--- config.mk ---
export PLATFORM = sky130hd
export DESIGN_NAME = cubic_bezier_sampler
export DESIGN_NICKNAME = d
export VERILOG_FILES = /design/src/hdl/cbz_pkg.sv /design/src/hdl/cubic_bezier_sampler.sv /design/src/hdl/cbz_div.sv /design/src/hdl/cbz_dpath.sv /design/src/hdl/cbz_ctrl.sv
export SDC_FILE = /design/constraint.sdc
export NUM_CORES = 2
export LEC_CHECK = 0
export ABC_AREA = 0
export BUFFER_PORTS_ARGS = -buffer_cell sky130_fd_sc_hd__buf_2
export CORE_ASPECT_RATIO = 0.5
export CORE_MARGIN = 5
export CORE_UTILIZATION = 40
export CTS_BUF_LIST = sky130_fd_sc_hd__clkbuf_8 sky130_fd_sc_hd__clkbuf_16
export CTS_CLUSTER_SIZE = 12
export DETAILED_ROUTE_END_ITERATION = 8
export PLACE_DENSITY = 0.64
export SYNTH_ARGS = -nofsm -noshare
export SYNTH_HDL_FRONTEND = slang
export SYNTH_SLANG_ARGS = --single-unit
--- constraint.sdc ---
create_clock -name i_clk -period 8.34 [get_ports i_clk]
set_input_delay 0.834 -clock i_clk [delete_from_list [all_inputs] [get_ports i_clk]]
set_output_delay 0.834 -clock i_clk [all_outputs]
set_load 0.02 [all_outputs]
--- src/hdl/cbz_pkg.sv ---
// ----------------------------------------------------------------------------
// Cubic Bezier sampler package
// Shared constants, beat payload types, controller states and the command and
// status groups that join the controller to the datapath.
// ----------------------------------------------------------------------------
package cbz_pkg;

    // Design constants.
    localparam int MAX_POINTS  = 64;
    localparam int COORD_BITS  = 12;
    localparam int T_FRAC_BITS = 16;
    localparam int CNT_BITS    = 7;

    // Derived widths.
    localparam int IDX_W  = $clog2(MAX_POINTS);
    localparam int D_W    = $clog2(MAX_POINTS);
    localparam int T_W    = T_FRAC_BITS + 1;
    localparam int COEF_W = COORD_BITS + 4;
    localparam int ACC_W  = COORD_BITS + 5 + T_FRAC_BITS;
    localparam int PROD_W = ACC_W + T_W + 1;
    localparam int INT_W  = ACC_W - T_FRAC_BITS;

    localparam logic [T_W-1:0] T_ONE = T_W'(1) << T_FRAC_BITS;

    typedef struct packed {
        logic [COORD_BITS-1:0] start_x;
        logic [COORD_BITS-1:0] start_y;
        logic [COORD_BITS-1:0] ctrl1_x;
        logic [COORD_BITS-1:0] ctrl1_y;
        logic [COORD_BITS-1:0] ctrl2_x;
        logic [COORD_BITS-1:0] ctrl2_y;
        logic [COORD_BITS-1:0] end_x;
        logic [COORD_BITS-1:0] end_y;
        logic [CNT_BITS-1:0]   point_count;
    } t_in_item;

    typedef struct packed {
        logic [COORD_BITS-1:0] curve_x;
        logic [COORD_BITS-1:0] curve_y;
        logic                  last_point;
    } t_out_item;

    typedef enum logic [2:0] {
        S_IDLE,
        S_CHECK,
        S_DIV,
        S_INIT,
        S_MUL,
        S_ADD,
        S_EMIT
    } t_state;

    // Which coefficient the Horner add step folds in.
    typedef enum logic [1:0] {
        SEL_B,
        SEL_C,
        SEL_P0
    } t_coef_sel;

    typedef struct packed {
        logic      load;
        logic      div_start;
        logic      init;
        logic      mul;
        logic      add;
        logic      emit;
        logic      step;
        t_coef_sel sel;
    } t_cmd;

    typedef struct packed {
        logic div_done;
        logic n_zero;
        logic n_one;
        logic last_pt;
    } t_stat;

endpackage

--- src/hdl/cubic_bezier_sampler.sv ---
// ----------------------------------------------------------------------------
// Cubic Bezier sampler
// Takes one cubic Bezier segment per beat and emits its sampled curve points.
// ----------------------------------------------------------------------------
// A segment beat is taken when start is high and busy is low. The block then
// emits point_count points (saturated to MAX_POINTS) at t = i/(count-1), one
// result beat per point, each on o_result for a single cycle with o_strobe
// high; the receiver cannot stall, so it must take every beat as it comes.
// The final point of a segment carries last_point. A count of zero emits
// nothing and a count of one emits the start point. For each segment the
// controller loads and classifies the count, then, for counts of two or
// more, runs the serial step divider (one quotient bit per cycle for the
// 17-bit t step), then seeds the Horner accumulators, then for each point
// runs the three Horner multiply-add steps through the per-axis multiplier,
// whose product is registered before each add, and registers the result
// beat. Results are truncated toward minus infinity and clamped to the
// pixel range.
module cubic_bezier_sampler
    import cbz_pkg::*;
(
    input  logic      i_clk,
    input  logic      i_rst_n,
    input  logic      start,
    input  t_in_item  i_item,
    output logic      busy,
    output logic      o_strobe,
    output t_out_item o_result
);

    // Command and status groups between the sequencer and the datapath.
    t_cmd  cmd;
    t_stat stat;

    cbz_ctrl u_ctrl (
        .i_clk   (i_clk),
        .i_rst_n (i_rst_n),
        .i_start (start),
        .i_stat  (stat),
        .o_cmd   (cmd),
        .o_busy  (busy)
    );

    // The datapath captures the segment on the load command, which the
    // controller raises only in its idle state, so a beat offered while busy
    // is simply not taken.
    cbz_dpath u_dpath (
        .i_clk    (i_clk),
        .i_rst_n  (i_rst_n),
        .i_item   (i_item),
        .i_cmd    (cmd),
        .o_stat   (stat),
        .o_strobe (o_strobe),
        .o_result (o_result)
    );

endmodule

--- src/hdl/cbz_div.sv ---
// ----------------------------------------------------------------------------
// Cubic Bezier sampler step divider
// Restoring divider, one quotient bit per cycle, forming the t step as
// 2^T_FRAC_BITS / d with its remainder.
// ----------------------------------------------------------------------------
module cbz_div
    import cbz_pkg::*;
(
    input  logic           i_clk,
    input  logic           i_rst_n,
    input  logic           i_start,
    input  logic [D_W-1:0] i_den,
    output logic [T_W-1:0] o_quo,
    output logic [D_W-1:0] o_rem,
    output logic           o_done
);

    localparam int CNT_W = $clog2(T_W + 1);

    logic             r_run;
    logic [CNT_W-1:0] r_cnt;
    logic [T_W-1:0]   r_num;
    logic [T_W-1:0]   r_quo;
    logic [D_W:0]     r_rem;

    logic [D_W:0]     shifted;
    logic             fits;

    assign shifted = {r_rem[D_W-1:0], r_num[T_W-1]};
    assign fits    = shifted >= {1'b0, i_den};

    always_ff @(posedge i_clk) begin
        if (!i_rst_n) begin
            r_run <= 1'b0;
            r_cnt <= '0;
        end else if (i_start) begin
            r_run <= 1'b1;
            r_cnt <= CNT_W'(T_W);
        end else if (r_run && r_cnt != '0) begin
            r_cnt <= r_cnt - 1'b1;
        end
    end

    always_ff @(posedge i_clk) begin
        if (i_start) begin
            r_num <= T_ONE;
            r_quo <= '0;
            r_rem <= '0;
        end else if (r_run && r_cnt != '0) begin
            r_num <= {r_num[T_W-2:0], 1'b0};
            r_quo <= {r_quo[T_W-2:0], fits};
            r_rem <= fits ? (shifted - {1'b0, i_den}) : shifted;
        end
    end

    assign o_quo  = r_quo;
    assign o_rem  = r_rem[D_W-1:0];
    assign o_done = r_run && (r_cnt == '0);

endmodule

--- src/hdl/cbz_dpath.sv ---
// ----------------------------------------------------------------------------
// Cubic Bezier sampler datapath
// Coefficient registers, the t stepper, one Horner multiply-add unit per axis
// and the registered result beat.
// ----------------------------------------------------------------------------
module cbz_dpath
    import cbz_pkg::*;
(
    input  logic      i_clk,
    input  logic      i_rst_n,
    input  t_in_item  i_item,
    input  t_cmd      i_cmd,
    output t_stat     o_stat,
    output logic      o_strobe,
    output t_out_item o_result
);

    typedef struct packed {
        logic signed [COEF_W-1:0] a;
        logic signed [COEF_W-1:0] b;
        logic signed [COEF_W-1:0] c;
        logic signed [COEF_W-1:0] p0;
    } t_coef;

    function automatic t_coef make_coef(input logic [COORD_BITS-1:0] p0,
                                        input logic [COORD_BITS-1:0] p1,
                                        input logic [COORD_BITS-1:0] p2,
                                        input logic [COORD_BITS-1:0] p3);
        logic signed [COEF_W-1:0] s0, s1, s2, s3, d10, d21;
        t_coef k;
        s0   = $signed(COEF_W'(p0));
        s1   = $signed(COEF_W'(p1));
        s2   = $signed(COEF_W'(p2));
        s3   = $signed(COEF_W'(p3));
        d10  = s1 - s0;
        d21  = s2 - s1;
        k.c  = (d10 <<< 1) + d10;
        k.b  = (d21 <<< 1) + d21 - k.c;
        k.a  = s3 - s0 - k.c - k.b;
        k.p0 = s0;
        return k;
    endfunction

    function automatic logic signed [ACC_W-1:0] to_acc(input logic signed [COEF_W-1:0] v);
        return ACC_W'(v) <<< T_FRAC_BITS;
    endfunction

    function automatic logic [COORD_BITS-1:0] clamp_px(input logic signed [ACC_W-1:0] acc);
        logic signed [INT_W-1:0] ip;
        ip = acc[ACC_W-1:T_FRAC_BITS];
        if (ip[INT_W-1]) begin
            return '0;
        end else if (|ip[INT_W-2:COORD_BITS]) begin
            return '1;
        end
        return ip[COORD_BITS-1:0];
    endfunction

    t_coef                    r_coef [2];
    logic signed [ACC_W-1:0]  r_acc  [2];
    logic signed [PROD_W-1:0] r_prod [2];
    logic [CNT_BITS-1:0]      r_n;
    logic [IDX_W-1:0]         r_idx;
    logic [T_W-1:0]           r_t;
    logic [D_W-1:0]           r_rem;
    logic                     r_strobe;
    t_out_item                r_result;

    logic [CNT_BITS-1:0] n_sat;
    logic [CNT_BITS-1:0] n_minus1;
    logic [D_W-1:0]      den;
    logic [T_W-1:0]      div_quo;
    logic [D_W-1:0]      div_rem;
    logic                div_done;
    logic [D_W:0]        rem_sum;
    logic                rem_wrap;
    logic                last_pt;

    assign n_sat    = (i_item.point_count > CNT_BITS'(MAX_POINTS)) ?
                      CNT_BITS'(MAX_POINTS) : i_item.point_count;
    assign n_minus1 = r_n - CNT_BITS'(1);
    assign den      = n_minus1[D_W-1:0];
    assign last_pt  = (CNT_BITS'(r_idx) == n_minus1);

    cbz_div u_div (
        .i_clk   (i_clk),
        .i_rst_n (i_rst_n),
        .i_start (i_cmd.div_start),
        .i_den   (den),
        .o_quo   (div_quo),
        .o_rem   (div_rem),
        .o_done  (div_done)
    );

    // t advances by the quotient, with the remainder carried so that every
    // sample lands exactly on floor(i * 2^T_FRAC_BITS / d).
    assign rem_sum  = {1'b0, r_rem} + {1'b0, div_rem};
    assign rem_wrap = rem_sum >= {1'b0, den};

    always_ff @(posedge i_clk) begin
        if (!i_rst_n) begin
            r_n   <= '0;
            r_idx <= '0;
            r_t   <= '0;
            r_rem <= '0;
        end else if (i_cmd.load) begin
            r_n   <= n_sat;
            r_idx <= '0;
            r_t   <= '0;
            r_rem <= '0;
        end else if (i_cmd.step) begin
            r_idx <= r_idx + 1'b1;
            r_t   <= r_t + div_quo + T_W'(rem_wrap);
            r_rem <= rem_wrap ? D_W'(rem_sum - {1'b0, den}) : D_W'(rem_sum);
        end
    end

    always_ff @(posedge i_clk) begin
        if (i_cmd.load) begin
            r_coef[0] <= make_coef(i_item.start_x, i_item.ctrl1_x,
                                   i_item.ctrl2_x, i_item.end_x);
            r_coef[1] <= make_coef(i_item.start_y, i_item.ctrl1_y,
                                   i_item.ctrl2_y, i_item.end_y);
        end
    end

    for (genvar ax = 0; ax < 2; ax++) begin : g_axis
        logic signed [COEF_W-1:0] addend;

        always_comb begin
            case (i_cmd.sel)
                SEL_B:   addend = r_coef[ax].b;
                SEL_C:   addend = r_coef[ax].c;
                SEL_P0:  addend = r_coef[ax].p0;
                default: addend = r_coef[ax].p0;
            endcase
        end

        always_ff @(posedge i_clk) begin
            if (i_cmd.mul) begin
                r_prod[ax] <= PROD_W'(r_acc[ax]) * $signed(PROD_W'(r_t));
            end
            if (i_cmd.init) begin
                r_acc[ax] <= to_acc(r_coef[ax].a);
            end else if (i_cmd.add) begin
                r_acc[ax] <= r_prod[ax][T_FRAC_BITS +: ACC_W] + to_acc(addend);
            end
        end
    end

    always_ff @(posedge i_clk) begin
        if (!i_rst_n) begin
            r_strobe <= 1'b0;
        end else begin
            r_strobe <= i_cmd.emit;
        end
    end

    always_ff @(posedge i_clk) begin
        if (i_cmd.emit) begin
            r_result.curve_x    <= clamp_px(r_acc[0]);
            r_result.curve_y    <= clamp_px(r_acc[1]);
            r_result.last_point <= last_pt;
        end
    end

    assign o_stat.div_done = div_done;
    assign o_stat.n_zero   = (r_n == '0);
    assign o_stat.n_one    = (r_n == CNT_BITS'(1));
    assign o_stat.last_pt  = last_pt;
    assign o_strobe        = r_strobe;
    assign o_result        = r_result;

    // The stepper never runs past t = 1.0.
    a_t_bound: assert property (@(posedge i_clk) disable iff (!i_rst_n)
        r_t <= T_ONE)
        else $error("t step ran past one");

    // The final sample of a multi-point segment is taken at exactly t = 1.0.
    a_last_at_one: assert property (@(posedge i_clk) disable iff (!i_rst_n)
        (i_cmd.emit && last_pt && r_n > CNT_BITS'(1)) |-> (r_t == T_ONE))
        else $error("last sample not at t of one");

endmodule

--- src/hdl/cbz_ctrl.sv ---
// ----------------------------------------------------------------------------
// Cubic Bezier sampler controller
// Sequences segment load, step division and the per-point Horner steps.
// ----------------------------------------------------------------------------
module cbz_ctrl
    import cbz_pkg::*;
(
    input  logic  i_clk,
    input  logic  i_rst_n,
    input  logic  i_start,
    input  t_stat i_stat,
    output t_cmd  o_cmd,
    output logic  o_busy
);

    t_state    r_state, n_state;
    t_coef_sel r_stage, n_stage;

    always_ff @(posedge i_clk) begin
        if (!i_rst_n) begin
            r_state <= S_IDLE;
            r_stage <= SEL_B;
        end else begin
            r_state <= n_state;
            r_stage <= n_stage;
        end
    end

    always_comb begin
        n_state = r_state;
        case (r_state)
            S_IDLE:  if (i_start) n_state = S_CHECK;
            S_CHECK: begin
                if (i_stat.n_zero) begin
                    n_state = S_IDLE;
                end else if (i_stat.n_one) begin
                    n_state = S_INIT;
                end else begin
                    n_state = S_DIV;
                end
            end
            S_DIV:   if (i_stat.div_done) n_state = S_INIT;
            S_INIT:  n_state = S_MUL;
            S_MUL:   n_state = S_ADD;
            S_ADD:   n_state = (r_stage == SEL_P0) ? S_EMIT : S_MUL;
            S_EMIT:  n_state = i_stat.last_pt ? S_IDLE : S_MUL;
            default: n_state = S_IDLE;
        endcase
    end

    always_comb begin
        n_stage = r_stage;
        if (o_cmd.init) begin
            n_stage = SEL_B;
        end else if (o_cmd.add) begin
            case (r_stage)
                SEL_B:   n_stage = SEL_C;
                SEL_C:   n_stage = SEL_P0;
                default: n_stage = SEL_B;
            endcase
        end
    end

    always_comb begin
        o_cmd     = '0;
        o_cmd.sel = r_stage;
        case (r_state)
            S_IDLE:  o_cmd.load      = i_start;
            S_CHECK: o_cmd.div_start = !i_stat.n_zero && !i_stat.n_one;
            S_INIT:  o_cmd.init      = 1'b1;
            S_MUL:   o_cmd.mul       = 1'b1;
            S_ADD:   o_cmd.add       = 1'b1;
            S_EMIT: begin
                o_cmd.emit = 1'b1;
                o_cmd.init = !i_stat.last_pt;
                o_cmd.step = !i_stat.last_pt;
            end
            default: o_cmd = '0;
        endcase
    end

    assign o_busy = (r_state != S_IDLE);

    // Every product is folded in by an add step in the following cycle.
    a_mul_then_add: assert property (@(posedge i_clk) disable iff (!i_rst_n)
        (r_state == S_MUL) |=> (r_state == S_ADD))
        else $error("multiply not followed by add");

    // A non-final point goes straight on to the next point's first multiply.
    a_emit_next: assert property (@(posedge i_clk) disable iff (!i_rst_n)
        (r_state == S_EMIT && !i_stat.last_pt) |=> (r_state == S_MUL))
        else $error("point sequence broken after emit");

endmodule
==> metrics.log <==
[metrics] flip-flop and latch count after synthesis: about 350
[metrics] cells on worst reg2reg path: 24
[metrics] synth top area cells: sky130_fd_sc_hd__fa_1, sky130_fd_sc_hd__edfxtp_1, sky130_fd_sc_hd__ha_1
[metrics] routed via count: ~42000
[metrics] setup repair after global routing missed its margin: no
[metrics] maximum root-to-sink buffer count: 3
[metrics] post-synth top area share: 0.377
[metrics] remaining global-route overflow: 0
[metrics] sum of net half-perimeters after detailed placement: between 100000 and 150000 um
[metrics] worst setup path category: flop to flop
[metrics] DRC marker count from the first detailed-route iteration: around 2300
[metrics] Final period util: 0.937
[metrics] DRT Pass-1 Iters: 5
[metrics] number of vias per cell after detailed routing: around 5.0
[metrics] Total Negative Setup Slacks: 0 ns
[metrics] Die Span X: 554 um
[metrics] WP data required: 8.70 ns
[metrics] Max Cap Violations: 0
[metrics] most frequent cell after synthesis: sky130_fd_sc_hd__inv_1
[metrics] worst clock skew on the final layout: roughly 0.034 ns
[metrics] number of nets in the synthesized netlist: ~8000
[metrics] Clock H-tree levels: 2
[metrics] post-synthesis to final-layout area growth: 7.58%
[metrics] critical path startpoint: u_dpath.r_t[3]
[metrics] fraction of final layout cells with drive strength greater than 1: 0.0553
[metrics] Tightest Hold Check Type: primary input to flop
[metrics] overall die height: around 280 um
[metrics] Power Density: 237 nW/um2
[metrics] total clock buffers created by CTS: 43
[metrics] Finish-stage setup viols: 0
[metrics] Worst IR Drop VDD: between 0.6 and 0.7 mV
[metrics] kind of end point of the critical path: flop
[metrics] r2r setup slk: 0.52 ns
[metrics] Final Hold Violating Endpoints: 0
[metrics] initial core utilization: 0.404
[metrics] root buffer cell: sky130_fd_sc_hd__clkbuf_16
[metrics] clock period minus worst slack: roughly 8 ns
[metrics] EDFF count, synth: about 280
[metrics] fin nets: 7958
[metrics] proportion of register bits with asynchronous set or reset after synthesis: 0
[metrics] CTS tree: built
[metrics] outcome: complete, no violations
[metrics] number of standard cells after synthesis: between 6000 and 7000
[metrics] core box area: roughly 150000 um2
[metrics] Antenna Violating Nets Remaining: 0
[metrics] post-synth design cell area: 59200 um2
[metrics] number of core rows: between 90 and 100
[metrics] first-pass GRT wire length: roughly 240000 um
[metrics] # IOs: roughly 130
[metrics] Worst Path Arrival: approximately 8.2 ns
[metrics] most common library cells after synthesis: sky130_fd_sc_hd__inv_1, sky130_fd_sc_hd__fa_1, sky130_fd_sc_hd__nand2_1
[metrics] number of buffers added for setup after CTS: 0
[metrics] kind of start point of the critical path: flop
[metrics] Slew headroom: 0.258
[metrics] capture point of the worst path: u_dpath.r_prod[0][48]
[metrics] cell taking the most area after synthesis: sky130_fd_sc_hd__fa_1
[metrics] capture instance of the worst register-to-register path: u_dpath.r_prod[0][48]
[metrics] pin count of the biggest net entering global routing: 67
[metrics] Mapped Avg Cell Area: ~9.4 um2
[metrics] IO buf count: ~130
[metrics] most frequently used flop master after synthesis: sky130_fd_sc_hd__edfxtp_1
[metrics] overall routing resource usage: 0.189
[metrics] final estimated routing congestion in global placement: 0.864
[metrics] Netlist cell types: 71
[metrics] Gates resized, CTS repair: 0
[metrics] Detailed Route WL: approximately 140000 um
[metrics] reported leakage power: ~0.029 uW
[metrics] area of the die: ~160000 um2
[metrics] maximum frequency from static timing analysis: approximately 0.13 GHz
[metrics] clock latency reported for the late side of the worst-skew pair: slightly above 0.6 ns
[metrics] DRC: 0
[metrics] number of max-slew violations in the final report: 0
[metrics] initial antenna violation count: 2
[metrics] warning count from the yosys run: 0
[metrics] number of buffers inserted by hold repair at cts: 0
[metrics] count of placed standard cells including taps: just over 8000
[metrics] number of global-route vias before repair: between 40000 and 50000
[metrics] Clk pin slew, worst setup/hold paths: ~0.06 ns
[metrics] non-filler cells in the finished layout: approximately 8300
[metrics] WL per Instance: roughly 17 um
[metrics] crit path max fanout: 36
[metrics] worst r2r src: u_dpath.r_t[3]
[metrics] total clock sinks: around 350
[metrics] actual transition at the worst max-transition pin: 1.11 ns
[metrics] register area share after synthesis: 0.164
-- placed cells by master (no fill, tap or decap), types with 52 or more instances in the layout --
cell type,count
sky130_fd_sc_hd__inv_1,1319
sky130_fd_sc_hd__fa_1,1113
sky130_fd_sc_hd__nand2_1,880
sky130_fd_sc_hd__and2_1,452
sky130_fd_sc_hd__ha_1,448
sky130_fd_sc_hd__edfxtp_1,275
sky130_fd_sc_hd__a21oi_1,206
sky130_fd_sc_hd__xnor2_1,189
sky130_fd_sc_hd__nor2_1,177
sky130_fd_sc_hd__buf_2,132
sky130_fd_sc_hd__o21ai_0,131
sky130_fd_sc_hd__xor2_1,104
sky130_fd_sc_hd__buf_4,96
sky130_fd_sc_hd__a21o_1,91
sky130_fd_sc_hd__nor2b_1,63
sky130_fd_sc_hd__dfxtp_1,53
sky130_fd_sc_hd__and3_1,52
-- where the power goes --
group	leakage [uW]	internal, uW	switching (uW)
clock network	0.000727	1110	817
registers	0.00310	2910	201
logic	0.0252	4470	5560
total	0.0291	8490	6570
-- worst max-delay path: stages (launching register included) --
cell                        delay, ns
sky130_fd_sc_hd__dfxtp_2         0.94
sky130_fd_sc_hd__nand2_1         0.18
sky130_fd_sc_hd__fa_1            0.58
sky130_fd_sc_hd__inv_1           0.05
sky130_fd_sc_hd__fa_1            0.53
sky130_fd_sc_hd__inv_1           0.05
sky130_fd_sc_hd__fa_1            0.49
sky130_fd_sc_hd__inv_1           0.05
sky130_fd_sc_hd__fa_1            0.56
sky130_fd_sc_hd__inv_1           0.06
sky130_fd_sc_hd__fa_1            0.47
sky130_fd_sc_hd__inv_1           0.05
sky130_fd_sc_hd__fa_1            0.44
sky130_fd_sc_hd__ha_1            0.44
sky130_fd_sc_hd__and4_1          0.23
sky130_fd_sc_hd__o2111ai_1       0.10
sky130_fd_sc_hd__o21bai_1        0.20
sky130_fd_sc_hd__a31oi_1         0.56
sky130_fd_sc_hd__o21ai_1         0.35
sky130_fd_sc_hd__o21ai_0         0.49
sky130_fd_sc_hd__a31oi_1         0.21
sky130_fd_sc_hd__nor2b_1         0.19
sky130_fd_sc_hd__o21a_1          0.14
sky130_fd_sc_hd__nor2_1          0.05
sky130_fd_sc_hd__xnor2_1         0.11
-- metrics by stage --
| step | instance area, um2 | util | total power (uW) | worst slack (ns) | hold WS, ns |
|---|---|---|---|---|---|
| floorplan | 59200 | - | 11000 | 1.08 | 0.436 |
| CTS | 63600 | 0.435 | 15100 | 0.636 | 0.376 |
| finish | 63600 | 0.435 | 15100 | 0.525 | 0.419 |
| detailed placement | 62200 | 0.425 | 13100 | 0.430 | 0.453 |
| global placement | 62200 | 0.425 | 13000 | 0.478 | 0.448 |
| global route | 63600 | 0.435 | 16600 | 0.195 | 0.389 |
-- worst min path at each step --
stage / from / to / cells after the start
detailed placement: u_dpath.r_rem[0] / u_dpath.r_rem[0] / 2
finish: i_item[94] / u_dpath.r_coef[0][3] / 1
floorplan: u_dpath.r_rem[0] / u_dpath.r_rem[0] / 2
CTS: i_item[94] / u_dpath.r_coef[0][3] / 1
global route: i_item[94] / u_dpath.r_coef[0][3] / 1
global placement: u_dpath.r_rem[5] / u_dpath.r_rem[5] / 2
-- final cells by class --
cell class	instances	area, um2
clock inverter	32	327
fill	14300	82800
clock buffer	46	1120
inverter	1311	4920
tap	1969	2460
timing repair buffer	236	1540
sequential	347	9720
multi-input combinational	4352	43500
antenna	2	5.00
-- logic make-up after synthesis --
group           synth area share
compound gates            0.0760
xor+xnor                  0.0438
fa+ha+maj                  0.471
buf+inv                    0.101
flops                      0.164
mux                     0.000677
simple gates               0.144
-- state kept, by name, summed over array words and instances (netlist names) --
name,count
u_dpath.u_div.r_num,1
u_dpath.u_div.r_rem,6
u_ctrl.r_stage,2
u_dpath.r_n,7
u_dpath.r_idx,6
u_dpath.r_acc,66
u_dpath.r_prod,66
u_dpath.u_div.o_quo,17
u_dpath.r_coef,118
u_dpath.u_div.r_cnt,5
u_dpath.r_rem,6
u_dpath.u_div.r_run,1
u_dpath.r_t,17
u_dpath.o_result,25
u_ctrl.r_state,3
u_dpath.o_strobe,1
-- per-layer routing --
| metal | GRT usage | wire length (um) |
|---|---|---|
| met3 | 0.0129 | 6240 |
| met1 | 0.258 | 64400 |
| met2 | 0.333 | 70400 |
| met4 | 0.0432 | 3530 |
| met5 | 0 | 0 |
(Power assumes the default switching activity.)
